<file path="config.mk">
export PLATFORM = sky130hd
export DESIGN_NAME = vhat_post
export DESIGN_NICKNAME = d
export VERILOG_FILES = /design/src/sv/vhat_pkg.sv /design/src/sv/vhat_post.sv
export SDC_FILE = /design/constraint.sdc
export NUM_CORES = 1
export LEC_CHECK = 0
export BUFFER_PORTS_ARGS = -buffer_cell sky130_fd_sc_hd__buf_2
export CAP_MARGIN = 20
export CORE_ASPECT_RATIO = 0.6
export CORE_MARGIN = 8
export CORE_UTILIZATION = 35
export DETAILED_ROUTE_END_ITERATION = 12
export PLACE_DENSITY = 0.78
export SLEW_MARGIN = 20
export SYNTH_ARGS = -nofsm -noshare
export SYNTH_HDL_FRONTEND = slang
export SYNTH_SLANG_ARGS = --single-unit
</file>
<file path="constraint.sdc">
create_clock -name clk -period 3.9 [get_ports clk]
set_clock_uncertainty 0.1 [all_clocks]
set_input_delay 0.78 -clock clk [delete_from_list [all_inputs] [get_ports clk]]
set_output_delay 0.78 -clock clk [all_outputs]
set_load 0.01 [all_outputs]
</file>
<file path="src/sv/vhat_pkg.sv">
// Shared types, constants and helpers for the vector heading core.
// Depends on nothing; every other file imports it.
package vhat_pkg;

  localparam int CORDIC_STAGES = 16;
  localparam int COORD_WIDTH   = 16;
  localparam int GUARD_BITS    = 24;
  localparam int TABLE_LEN     = 24;
  localparam int NSTAGE        = (CORDIC_STAGES > TABLE_LEN) ? TABLE_LEN : CORDIC_STAGES;

  // Field widths of the ports
  localparam int FIELD_W   = 16;
  localparam int HEAD_W    = 16;
  localparam int ANGLE_W   = 32;
  localparam int CFG_IDX_W = 1;

  // Coordinate datapath: input, guard bits, CORDIC gain and sign headroom
  localparam int DATA_W = COORD_WIDTH + GUARD_BITS + 3;

  localparam logic [ANGLE_W-1:0] HALF_TURN    = 32'h8000_0000;
  localparam logic [ANGLE_W-1:0] ROUND_HALF   = 32'h0000_8000;
  localparam logic [HEAD_W-1:0]  QUARTER_HEAD = 16'd16384;
  localparam logic [HEAD_W-1:0]  CCW_RESET    = 16'h0000;
  localparam logic [HEAD_W-1:0]  CW_RESET     = 16'hFFFF;

  // Configuration register indexes
  localparam logic [CFG_IDX_W-1:0] REG_ARC_CCW = 1'b0;
  localparam logic [CFG_IDX_W-1:0] REG_ARC_CW  = 1'b1;

  // atan(2^-i) in binary angle units, 2^32 per turn
  localparam logic [ANGLE_W-1:0] ATAN_TABLE [TABLE_LEN] = '{
    32'h20000000, 32'h12E4051E, 32'h09FB385B, 32'h051111D4,
    32'h028B0D43, 32'h0145D7E1, 32'h00A2F61E, 32'h00517C55,
    32'h0028BE53, 32'h00145F2F, 32'h000A2F98, 32'h000517CC,
    32'h00028BE6, 32'h000145F3, 32'h0000A2FA, 32'h0000517D,
    32'h000028BE, 32'h0000145F, 32'h00000A30, 32'h00000518,
    32'h0000028C, 32'h00000146, 32'h000000A3, 32'h00000051
  };

  // One vector in flight through the rotation stages
  typedef struct packed {
    logic [DATA_W-1:0]  u;
    logic [DATA_W-1:0]  v;
    logic [ANGLE_W-1:0] acc;
    logic               zero;
  } vhat_work_t;

  // Arc limits handed to the output stage
  typedef struct packed {
    logic [HEAD_W-1:0] ccw;
    logic [HEAD_W-1:0] cw;
  } vhat_arc_t;

  // Sign-extend a coordinate from its low COORD_WIDTH bits
  function automatic logic signed [COORD_WIDTH-1:0] ext_coord(input logic [FIELD_W-1:0] raw);
    logic [COORD_WIDTH+FIELD_W-1:0] wide;
    wide = {{COORD_WIDTH{1'b0}}, raw};
    return $signed(wide[COORD_WIDTH-1:0]);
  endfunction

endpackage

</file>
<file path="src/sv/vhat_post.sv">
// Output stage: heading rounding, zero-vector override and arc test.
// Depends on vhat_pkg.
module vhat_post import vhat_pkg::*; (
  input  logic              clk,
  input  logic              rst_n,
  input  logic              in_valid,
  output logic              in_ready,
  input  vhat_work_t        in_data,
  input  vhat_arc_t         arc,
  output logic              out_valid,
  input  logic              out_ready,
  output logic [HEAD_W-1:0] out_heading,
  output logic              out_in_arc
);

  logic              vld_r;
  logic [HEAD_W-1:0] heading_r, heading_nxt;
  logic              in_arc_r, in_arc_nxt;
  logic [ANGLE_W-1:0] acc_rnd;

  // Round to the nearest heading step; full turn wraps on its own
  always_comb begin
    acc_rnd     = in_data.acc + ROUND_HALF;
    heading_nxt = in_data.zero ? QUARTER_HEAD : acc_rnd[ANGLE_W-1 -: HEAD_W];
    if (arc.ccw < arc.cw) begin
      in_arc_nxt = (heading_nxt >= arc.ccw) && (heading_nxt <= arc.cw);
    end else begin
      in_arc_nxt = (heading_nxt <= arc.cw) || (heading_nxt >= arc.ccw);
    end
  end

  assign in_ready = !vld_r || out_ready;

  // Hold the result until it is taken
  always_ff @(posedge clk) begin
    if (!rst_n) begin
      vld_r <= 1'b0;
    end else if (in_ready) begin
      vld_r <= in_valid;
    end
  end

  always_ff @(posedge clk) begin
    if (in_ready && in_valid) begin
      heading_r <= heading_nxt;
      in_arc_r  <= in_arc_nxt;
    end
  end

  assign out_valid   = vld_r;
  assign out_heading = heading_r;
  assign out_in_arc  = in_arc_r;

endmodule

</file>
======== After elaboration in Yosys (flattened, before gate mapping) ========
Index checks and enable logic that the tools add are counted.
cells by class
  div/mod/pow operators ................... 0
  bitwise logic cells ..................... 0
  shifts and indexed selects .............. 0
  multiply operators ...................... 0
  reductions and logical operators ........ 5
  eq/ne operators ......................... 0
  muxes and demuxes ....................... 2
  add/subtract/negate cells ............... 1
  order comparisons ....................... 3
operators by type and width
  cell                                                               count
  32-bit by 16-bit adder with 32-bit output (second input constant)  1
  16-bit greater-or-equal comparator                                 1
  16-bit less-or-equal comparator                                    1
  16-bit less-than comparator                                        1
  16-bit two-way mux                                                 1
  1-bit logical AND                                                  2
  1-bit logical OR                                                   2
  1-bit zero test                                                    1
  1-bit two-way mux                                                  1
word-level totals
  logic and storage cells ................. 14
  memories ................................ 0
  ROM bits ................................ 0
  RAM bits ................................ 0
  input port bits ......................... 155
  flip-flop bits (word level) ............. 18
  bits in latches ......................... 0

======== Longest topological paths before layout ========
  word-level depth ........................ 5
  gate-level depth with buffers ........... 12
  gate-level depth less buffers ........... 12

======== Worst setup path before layout ========
No wires, ideal clock.
  path type ............................... input to register
  start ................................... input in_data[16] (netlist name)
  end ..................................... register in_arc_r, in the netlist out_in_arc, data pin
  setup time .............................. 0.261 ns
  arrival ................................. 3.371 ns
  data required time ...................... 3.539 ns
  buffers on the path ..................... 0
  stages on the path ...................... 12
  path slack .............................. 0.168 ns
  cells stage by stage .................... ha_1 > nand3_1 > nor3_1 > nand4_1 > or3_1 > a21oi_1 > ha_1 > a21oi_1 > nor2b_1 > o21ai_0 > or4b_1 > maj3_2
between the ends
  word-level cells in the longest chain between the ends .. 5
  elaborated cells on any way between the ends .. 7
  classes of those cells .................. add/sub (1); order compare (2); mux (2); reduce/logical (2)
RTL lines
  element                                                                                       RTL line                          source
  start: declaration                                                                            vhat_post.sv:8                    input vhat_work_t in_data,
  32-bit by 16-bit adder with 32-bit output *                                                   vhat_post.sv:23                   acc_rnd = in_data.acc + ROUND_HALF;
  16-bit two-way mux *                                                                          vhat_post.sv:24                   heading_nxt = in_data.zero ? QUARTER_HEAD : acc_rnd[ANGLE_W-1 -: HEAD_W];
  net heading_nxt[13]                                                                           vhat_post.sv:17                   logic [HEAD_W-1:0] heading_r, heading_nxt;
  16-bit less-or-equal comparator / 16-bit greater-or-equal comparator (equally long branches)  vhat_post.sv:26, vhat_post.sv:28
  1-bit logical OR / 1-bit logical AND (equally long branches)                                  vhat_post.sv:28, vhat_post.sv:26
  1-bit two-way mux *                                                                           vhat_post.sv:25                   if (arc.ccw < arc.cw) begin
  net in_arc_nxt                                                                                vhat_post.sv:18                   logic in_arc_r, in_arc_nxt;
  end signal: assignment                                                                        vhat_post.sv:46                   in_arc_r <= in_arc_nxt;
  end: declaration                                                                              vhat_post.sv:18
The timed path passes the listed nets; every way through them passes the cells marked *.
A chain may end at the register's enable or synchronous reset.

======== Worst setup path in the final report ========
Ends and elaborated chain as after synthesis.

==> flow_summary.yaml <==
logic_synthesis:
  synth_area_per_cell_um2: 8.988
  synth_cell_types: 36
  yosys_warnings: 0
  synthesis.nets: 426
  syn-cell-area_um2: 2004
  syn_inst: 223
  ys_seq_area_share_pct: 26.47
  synth_seq_cells: 18
cts:
  cts_buffer_depth: 2
  cts_resized: 0
  clkTransAtPathRegs_ps: 60
  cts_setup_buffers: 0
  clock-sinks: 18
  cts_max_level: 1
  root_buffer: "clkbuf_8"
  cts_made_buffers: 3
  clock_latency_ps: 250
  cts_tree: "built"
  cts_hold_buf: 0
drt:
  dr.pass1.iters: 5
  drt_iter0_markers: 88
  via_per_inst: 4.896
  drt-total-wl_mm: 5.620
  ant_nets: 0
  wire_per_inst_um: 14.23
  route.detailed.drc: 0
  vias: 1934
grt:
  grt_pass1_wl_mm: 8.845
  grt_pass1_vias: 1935
  antenna_found_initial: 0
  overflow: 0
  grt_max_degree: 18
  grt_use_total_pct: 13.07
timing:
  setup_tns_ps: 0
  period_minus_slack_ps: 3665
  finalSetupViolations: 0
  rsz0062_at_grt: "no"
  tightest_slew_ps: 697.1
  final_hold_viol_count: 0
  fmax_mhz: 272.8
  maxSlewHeadroom_pct: 53.52
  period_share_pct: 93.98
  slew_viol_final: 0
die:
  dieArea_um2: 8484
  num_rows: 21
  dieHeight_um: 74.62
  fp.coreArea_um2: 5544
  initial_utilization_pct: 36.15
  io_pins: 174
  fp.dieW_um: 113.7
pwr:
  pwr-share-seq_pct: 39.0
  switching_share_pct: 29.43
  p_switching_uw: 173.6
  power_per_cell_area_nw_per_um2: 221.6
  pwr-share-comb_pct: 36.6
  internal_power_uw: 416.1
  ir_drop_mv: 0.09528
  p_leak_uw: 0.001409
  p_clk_share_pct: 24.4
placement:
  io_buffers: 72
  hpwl_mm: 5.150
  place_congestion: 0.9116
  placed_cell_area_um2: 2589
hold_path:
  hold_class: "flip-flop to flip-flop"
run:
  cap_violations: 0
finish:
  final_layout_size_suffix_gt1_share_pct: 31.75
  syn2layout_area_growth_pct: 32.77
  finalInstanceArea_um2: 2661
  final_cell_mix: "buf_2, ha_1, inv_1"
  antenna-diode-count: 0
  fin_nets: 519
  final_common_cell: "buf_2"
setup_path:
  crit_type: "input port to flip-flop"
  critical_path.max_fanout: 4
  cp_data_required_time_ps: 3790
  worst_ep_arrival_time_ps: 3560
  startpoint_type: "input port"
  cp-end-kind: "flip-flop"
status:
  status: "finished, final reports clean"
critical path, stage by stage:
cell and delay (ps):
buf_2 100, ha_1 160, nand3_1 110, nor3_2 200
nand4_1 180, or3_1 390, a21oi_2 220, ha_1 280
a21oi_1 170, nor2b_1 70, o21ai_0 140, or4b_1 460
maj3_2 300
area by class of cell:
cell class,instances,area [µm²]
Fill cell,521,2883
Multi-Input combinational cell,170,1360
Sequential cell,18,530.5
Timing Repair Buffer,89,488.0
Inverter,34,127.6
Tap cell,80,100.1
Clock buffer,4,55.05
registers in the layout, summed over array words and instances (netlist names):
register	count
out_valid	1
out_heading	16
out_in_arc	1
routing by layer:
layer | GRT usage (%) | vias up | wire (µm)
li1 | - | 1000 | -
met1 | 18.37 | 868 | 2876
met2 | 20.55 | 62 | 2308
met3 | 2.242 | 4 | 385
met4 | 2.786 | 0 | 51
met5 | 0 | - | 0
power by group through the flow:
| stage | logic (µW) | clock network (µW) | registers [µW] |
|---|---|---|---|
| after floorplan | 110 | 0 | 243 |
| after CTS | 214 | 149 | 230 |
| after global placement | 203 | 0 | 235 |
| after global routing | 242 | 155 | 232 |
| after detailed placement | 213 | 0 | 235 |
| final | 216 | 144 | 230 |
final timing paths:
check	slack [ps]	depth (start not counted)	from	end
worst max-delay path	230	13	in_data[16]	out_in_arc
worst min-delay path	430	2	out_valid	out_valid
worst max register to register	2440	2	out_valid	out_heading[13]
worst min register to register	430	2	out_valid	out_valid
cell families after synthesis:
logic type | synth area share [%]
XOR/XNOR | 4.370
AND/OR/NAND/NOR | 16.11
buffers and inverters | 6.554
AO/OA/AOI/OAI | 15.98
adder cells (fa/ha/maj) | 30.52
flip-flops | 26.47
synthesized netlist by cell type (all sizes together):
cell type  instances  area (µm²)
a221o              1       10.01
or4b               1       10.01
a2111o             1       11.26
a21boi             1       7.510
inv               34       127.6
o211ai             1       12.51
edfxtp            17       510.5
a221oi             1       8.760
nand2b             6       37.54
xnor2              1       8.760
clkbuf             1       3.750
a211o              1       8.760
o21a               2       15.01
nand4             11       68.82
or3                5       31.28
nor3               2       10.01
o21ai              9       45.04
ha                48       600.6
nor2b              1       6.260
a211oi             2       20.02
nor2              12       45.04
and2               1       6.260
o31ai              2       15.01
a2111oi            1       10.01
a31oi              1       6.260
maj3               1       11.26
and3               1       6.260
dfxtp              1       20.02
xor2               9       78.83
nand2             13       48.80
a21oi             18       90.09
a21o               8       60.06
nand3              7       35.03
and4               2       17.52
stage by stage:
stage	cells	utilization [%]	power (µW)	hold slack (ps)	setup slack, ps
after floorplan	223	-	353.0	509.6	167.9
after global placement	391	46.69	437.6	404.4	-26.05
after detailed placement	391	46.69	447.3	425.1	-121.4
after CTS	395	47.69	593.3	434.1	131.1
after global routing	395	48.00	629.2	464.8	39.21
final	395	48.00	589.7	431.2	234.8
No activity file was read; power rests on OpenSTA's default activity.
