### config.mk
export PLATFORM = sky130hd
export DESIGN_NAME = vhat_pre
export DESIGN_NICKNAME = d
export VERILOG_FILES = /design/src/sv/vhat_pkg.sv /design/src/sv/vhat_pre.sv
export SDC_FILE = /design/constraint.sdc
export NUM_CORES = 1
export LEC_CHECK = 0
export BUFFER_PORTS_ARGS = -buffer_cell sky130_fd_sc_hd__buf_2
export CORE_MARGIN = 1.5
export CORE_UTILIZATION = 40
export DETAILED_ROUTE_END_ITERATION = 12
export PLACE_DENSITY = 0.75
export SLEW_MARGIN = 10
export SYNTH_ARGS = -nofsm -noshare
export SYNTH_HDL_FRONTEND = slang
export SYNTH_SLANG_ARGS = --single-unit
### constraint.sdc
create_clock -name clk -period 3.2 [get_ports clk]
set_input_delay 0 -clock clk [delete_from_list [all_inputs] [get_ports clk]]
set_output_delay 0 -clock clk [all_outputs]
set_load 0.01 [all_outputs]
### src/sv/vhat_pkg.sv
// Shared types, constants and helpers for the vector heading core.
// Depends on nothing; every other file imports it.
package vhat_pkg;

  localparam int CORDIC_STAGES = 16;
  localparam int COORD_WIDTH   = 16;
  localparam int GUARD_BITS    = 24;
  localparam int TABLE_LEN     = 24;
  localparam int NSTAGE        = (CORDIC_STAGES > TABLE_LEN) ? TABLE_LEN : CORDIC_STAGES;

  // Field widths of the ports
  localparam int FIELD_W   = 16;
  localparam int HEAD_W    = 16;
  localparam int ANGLE_W   = 32;
  localparam int CFG_IDX_W = 1;

  // Coordinate datapath: input, guard bits, CORDIC gain and sign headroom
  localparam int DATA_W = COORD_WIDTH + GUARD_BITS + 3;

  localparam logic [ANGLE_W-1:0] HALF_TURN    = 32'h8000_0000;
  localparam logic [ANGLE_W-1:0] ROUND_HALF   = 32'h0000_8000;
  localparam logic [HEAD_W-1:0]  QUARTER_HEAD = 16'd16384;
  localparam logic [HEAD_W-1:0]  CCW_RESET    = 16'h0000;
  localparam logic [HEAD_W-1:0]  CW_RESET     = 16'hFFFF;

  // Configuration register indexes
  localparam logic [CFG_IDX_W-1:0] REG_ARC_CCW = 1'b0;
  localparam logic [CFG_IDX_W-1:0] REG_ARC_CW  = 1'b1;

  // atan(2^-i) in binary angle units, 2^32 per turn
  localparam logic [ANGLE_W-1:0] ATAN_TABLE [TABLE_LEN] = '{
    32'h20000000, 32'h12E4051E, 32'h09FB385B, 32'h051111D4,
    32'h028B0D43, 32'h0145D7E1, 32'h00A2F61E, 32'h00517C55,
    32'h0028BE53, 32'h00145F2F, 32'h000A2F98, 32'h000517CC,
    32'h00028BE6, 32'h000145F3, 32'h0000A2FA, 32'h0000517D,
    32'h000028BE, 32'h0000145F, 32'h00000A30, 32'h00000518,
    32'h0000028C, 32'h00000146, 32'h000000A3, 32'h00000051
  };

  // One vector in flight through the rotation stages
  typedef struct packed {
    logic [DATA_W-1:0]  u;
    logic [DATA_W-1:0]  v;
    logic [ANGLE_W-1:0] acc;
    logic               zero;
  } vhat_work_t;

  // Arc limits handed to the output stage
  typedef struct packed {
    logic [HEAD_W-1:0] ccw;
    logic [HEAD_W-1:0] cw;
  } vhat_arc_t;

  // Sign-extend a coordinate from its low COORD_WIDTH bits
  function automatic logic signed [COORD_WIDTH-1:0] ext_coord(input logic [FIELD_W-1:0] raw);
    logic [COORD_WIDTH+FIELD_W-1:0] wide;
    wide = {{COORD_WIDTH{1'b0}}, raw};
    return $signed(wide[COORD_WIDTH-1:0]);
  endfunction

endpackage

### src/sv/vhat_pre.sv
// Input stage: coordinate extension, zero test and half-turn pre-rotation.
// Depends on vhat_pkg.
module vhat_pre import vhat_pkg::*; (
  input  logic               clk,
  input  logic               rst_n,
  input  logic               in_valid,
  output logic               in_ready,
  input  logic [FIELD_W-1:0] in_vec_x,
  input  logic [FIELD_W-1:0] in_vec_y,
  output logic               out_valid,
  input  logic               out_ready,
  output vhat_work_t         out_data
);

  logic       vld_r;
  vhat_work_t dat_r;
  vhat_work_t dat_nxt;

  logic signed [COORD_WIDTH-1:0] x_c, y_c;
  logic signed [DATA_W-1:0]      x_s, y_s;

  // Scale both components and fold the left half plane over
  always_comb begin
    x_c = ext_coord(in_vec_x);
    y_c = ext_coord(in_vec_y);
    x_s = DATA_W'(x_c) <<< GUARD_BITS;
    y_s = DATA_W'(y_c) <<< GUARD_BITS;
    dat_nxt.zero = (x_c == '0) && (y_c == '0);
    if (y_s < 0) begin
      dat_nxt.u   = -y_s;
      dat_nxt.v   = -x_s;
      dat_nxt.acc = HALF_TURN;
    end else begin
      dat_nxt.u   = y_s;
      dat_nxt.v   = x_s;
      dat_nxt.acc = '0;
    end
  end

  assign in_ready = !vld_r || out_ready;

  // Advance when the next stage takes the request or this one is empty
  always_ff @(posedge clk) begin
    if (!rst_n) begin
      vld_r <= 1'b0;
    end else if (in_ready) begin
      vld_r <= in_valid;
    end
  end

  always_ff @(posedge clk) begin
    if (in_ready && in_valid) begin
      dat_r <= dat_nxt;
    end
  end

  assign out_valid = vld_r;
  assign out_data  = dat_r;

endmodule

* Word-level counts from Yosys, hierarchy flattened
Index checks and enable logic that the tools add are counted.
** Storage, ports and cells
- Memories kept :: 0
- Bits in latches :: 0
- ROM bits :: 0
- Memory bits (writable) :: 0
- Register bits after elaboration :: 120
** Cells by class
- Multiply operators :: 0
- Muxes and demuxes :: 1
- Bitwise logic cells :: 0
- Shift operators :: 0
- Divide/modulo/power cells :: 0
- Add/sub/neg operators :: 2
- Eq/ne operators :: 0
- Order comparisons :: 1
- Reductions and logical operators :: 6
** Operator list (count)
- 118-bit two-way mux :: 1
- 40-bit negation with 43-bit output :: 2
- 40-bit by 1-bit less-than comparator with 1-bit output (second input constant) :: 1
- 16-bit zero test :: 2
- 1-bit logical AND :: 2
- 1-bit zero test :: 1
- 1-bit logical OR :: 1

* Logic depth before layout (Yosys ltp)
- Word-level depth :: 3
- Gate-level depth with buffers :: 6
- Depth with buffers taken out :: 5

* Worst setup path after synthesis
Ideal clock, no wire load.
- Path type :: register -> register
- Start point :: reg vld_r (netlist: out_valid)
- End point :: reg dat_r (netlist bit out_data[0]), enable pin
- Period minus slack after synthesis :: 1.883 ns
- Cell stages (with the launch flop) :: 3
- Path buffers :: 0
- Required time :: 2.799 ns
- Slack :: 1.317 ns
- Arrival time :: 1.482 ns
- Cell sequence :: dfxtp_1 > nand2b_1 > and2_1
** On the way
- Cells in the longest elaborated chain, start to end :: 3
** RTL lines
- start: declaration :: RTL line vhat_pre.sv:15 : logic vld_r;
- start signal: assignment :: RTL line vhat_pre.sv:47 : vld_r <= in_valid;
- 1-bit zero test :: RTL line vhat_pre.sv:40 : assign in_ready = !vld_r || out_ready;
- 1-bit logical OR :: RTL line vhat_pre.sv:40
- net in_ready :: RTL line vhat_pre.sv:7 : output logic in_ready,
- 1-bit logical AND :: RTL line vhat_pre.sv:52 : if (in_ready && in_valid) begin
- end signal: assignment :: RTL line vhat_pre.sv:53 : dat_r <= dat_nxt;
- end: declaration :: RTL line vhat_pre.sv:16 : vhat_work_t dat_r;
The timed path passes the listed nets, and every way through them passes these cells.
A chain may end at the register's enable or synchronous reset.

==> results.py <==
metrics = {
    "floorplanning": {
        "ios": 157,
        "fp.coreArea_um2": 6350,
        "num_rows": 29,
        "chipWidth_um": 84.0,
        "fp.dieArea_um2": 7050,
        "die_h_um": 84.0,
        "start_util": 0.413,
    },
    "pwr": {
        "p_leak_nw": 1.28,
        "p_per_area_nw_per_um2": 465,
        "peakVddDrop_v": 0.000288,
        "total_power_w": 0.00137,
    },
    "layout": {
        "multiInputGateArea_um2": 1050,
        "seq_area_um2": 1220,
        "area_growth_pct": 12.5,
        "fin_util": 0.464,
        "drive_gt1_frac": 0.303,
        "fillers": 596,
        "fin_nets": 351,
        "diodes": 0,
    },
    "global_route": {
        "grt_max_degree": 41,
        "grt_pass1_wl_mm": 7.33,
        "grt_antenna_before_repair": 0,
        "grt_use_total": 0.131,
        "overflow": 0,
        "grt_pass1_vias": 1539,
    },
    "status": {
        "status": "complete, no violations",
    },
    "yosys": {
        "synth_seq_area_share": 0.466,
        "synth_ff_type": "edfxtp_1",
        "synthArstFlopShare": 0,
        "ys_ff_latch": 41,
        "syn_inst": 232,
        "avgSynthCellArea_um2": 11.3,
        "yosys_warnings": 0,
        "synth_cell_type_count": 33,
        "synth-edff-count": 40,
        "syn-cell-area_um2": 2620,
    },
    "detailed_routing": {
        "wl_mm": 4.61,
        "wl_met3_um": 457,
        "ant_nets": 0,
        "routed.top_layer": "met4",
        "wl_met1_mm": 1.84,
        "drtPass1Iterations": 4,
        "drt_iter0_drc": 41,
        "met2_length_mm": 2.27,
        "wire_per_inst_um": 11.8,
        "via_per_inst": 4.34,
        "vias": 1697,
        "drc": 0,
    },
    "min_path": {
        "min_path_type": "in -> reg",
        "whs_endpoint": "out_data[70]$_DFFE_PP_",
        "whs_path_depth": 2,
        "min_from": "in_vec_x[13]",
    },
    "sta": {
        "setup_ws_ps": 1300,
        "tightest_slew_ps": 902,
        "clock-skew-final_ps": 5.59,
        "final.period_utilization": 0.594,
        "maxSlewHeadroom": 0.399,
        "setup_violations": 0,
        "slew_viol_final": 0,
        "hold_viol_final": 0,
        "rsz0062_at_grt": "false",
        "setup_tns_ps": 0,
        "post-route-min-period_ps": 1900,
        "timing.hold.ws_ps": 26.2,
        "fmax_ghz": 0.526,
    },
    "worst_setup_path": {
        "cp_max_fo": 7,
        "cp.arrival_ps": 1930,
        "r2r_cells": 2,
        "worstSetupEndpointType": "register",
        "timing.rr.start": "out_valid$_SDFFE_PN0N_",
        "cp-start-kind": "input pin",
        "rrSetupSlack_ps": 1670,
        "required_ps": 3230,
        "worstSetupPathType": "in -> reg",
        "r2r_end": "out_data[109]$_DFFE_PP_",
    },
    "clock_network": {
        "worstSkewPairLatency_ps": 290,
        "cts_sinks": 41,
        "cts_tree": "built",
        "cts_buffers": 5,
        "clk_path_buf_depth": 2,
        "cts_resized": 0,
        "cts-root-buf": "clkbuf_8",
        "cts.reportedPaths.clkPinSlew_ps": 80,
        "cts_max_level": 2,
    },
    "place": {
        "dp_slack_ps": 1540,
        "hpwl_mm": 3.57,
        "io_buffers": 77,
        "gp_congestion": 0.732,
    },
    "run": {
        "maxCapViolCount": 0,
    },
}
-- routing by layer --
layer	up-vias	GRT usage
li1	821	-
met1	767	0.154
met2	104	0.231
met3	5	0.0396
met4	0	0.0343
met5	-	0
-- cell usage in the layout (no fill, tap or decap), types with 2 or more instances in the layout --
cell type      count
edfxtp_1          40
buf_2             77
nand2b_1           4
or3_1              6
ha_1               2
clkbuf_8           5
xnor2_1           25
dlygate4sd3_1      4
inv_1              7
or2_2              3
o41ai_2            5
o41ai_1            6
o31ai_1            7
nand2_1            7
conb_1            82
o21ai_0            9
nor4_1             4
or4_1              4
bufinv_16          2
-- stage by stage --
stage,cell area (um2),std cells
floorplan,2930,313
global route,2950,391
global placement,2780,379
finish,2950,391
CTS,2950,391
detailed placement,2780,379
-- area by class of cell --
| class | count | area share |
|---|---|---|
| timing repair buffer | 81 | 0.144 |
| tap | 77 | 0.0327 |
| sequential | 41 | 0.414 |
| inverter | 7 | 0.00891 |
| multi-input combinational | 177 | 0.355 |
| clock inverter | 3 | 0.0221 |
| clock buffer | 5 | 0.0233 |
-- state kept, by name, summed over array words and instances, names as in the netlist --
register and count:
out_valid 1, out_data 40
-- worst max path at each step --
stage	slack (ps)	end	cells past startpoint	from
2_1_floorplan	1320	out_data[0]$_DFFE_PP_	2	out_valid$_SDFFE_PN0N_
3_3_place_gp	1600	out_data[75]$_DFFE_PP_	6	in_vec_x[0]
3_5_place_dp	1540	out_data[75]$_DFFE_PP_	6	in_vec_x[1]
4_1_cts	1300	out_data[75]$_DFFE_PP_	7	in_vec_x[0]
5_1_grt	1140	out_data[73]$_DFFE_PP_	7	in_vec_x[0]
6_report	1300	out_data[75]$_DFFE_PP_	7	in_vec_x[0]
-- worst max-delay path, cell delays in order --
cell	delay, ps
dlygate4sd3_1	520
buf_2	140
inv_1	60
ha_1	140
or3b_1	460
nor4_1	450
o21ai_0	150
-- power breakdown --
group / total (W) / leakage [nW] / internal (W) / switching [W]
clock: 0.000488 / 0.0681 / 0.000310 / 0.000178
combinational: 0.000235 / 0.817 / 0.0000836 / 0.000151
sequential: 0.000650 / 0.396 / 0.000642 / 0.00000877
-- synth_stat cells, types with 2 or more instances --
cell      count  area share
o41ai_2       5       0.031
ha_1          2      0.0095
nand2_1       7       0.010
inv_1         7       0.010
or3_1         6       0.014
or4_1         4       0.011
nand2b_1      4      0.0095
o21ai_0       9       0.017
or2_2         3      0.0072
o31ai_1       7       0.020
clkbuf_1      7       0.010
buf_4        79        0.23
edfxtp_1     40        0.46
xnor2_1      25       0.083
o41ai_1       6       0.020
nor4_1        4      0.0095
-- cell families (layout without fill, tap and decap cells) --
group | after synthesis | after routing | share of synthesized area
other | 1 | 82 | 0.00143
DFF | 41 | 41 | 0.466
and+or+nand+nor | 37 | 37 | 0.0878
buffers and inverters | 95 | 96 | 0.252
AOI/OAI and AO/OA | 30 | 30 | 0.0969
xor gates and xnor gates | 26 | 26 | 0.0868
adders and majority gates | 2 | 2 | 0.00954
-- what timing repair did --
| action | 4_1_cts | 5_1_grt |
|---|---|---|
| hold endpoints to repair | 3 | 0 |
| setup buffers | 0 | 0 |
| hold buffers | 4 | 0 |
Power figures use the tool's default switching activity.
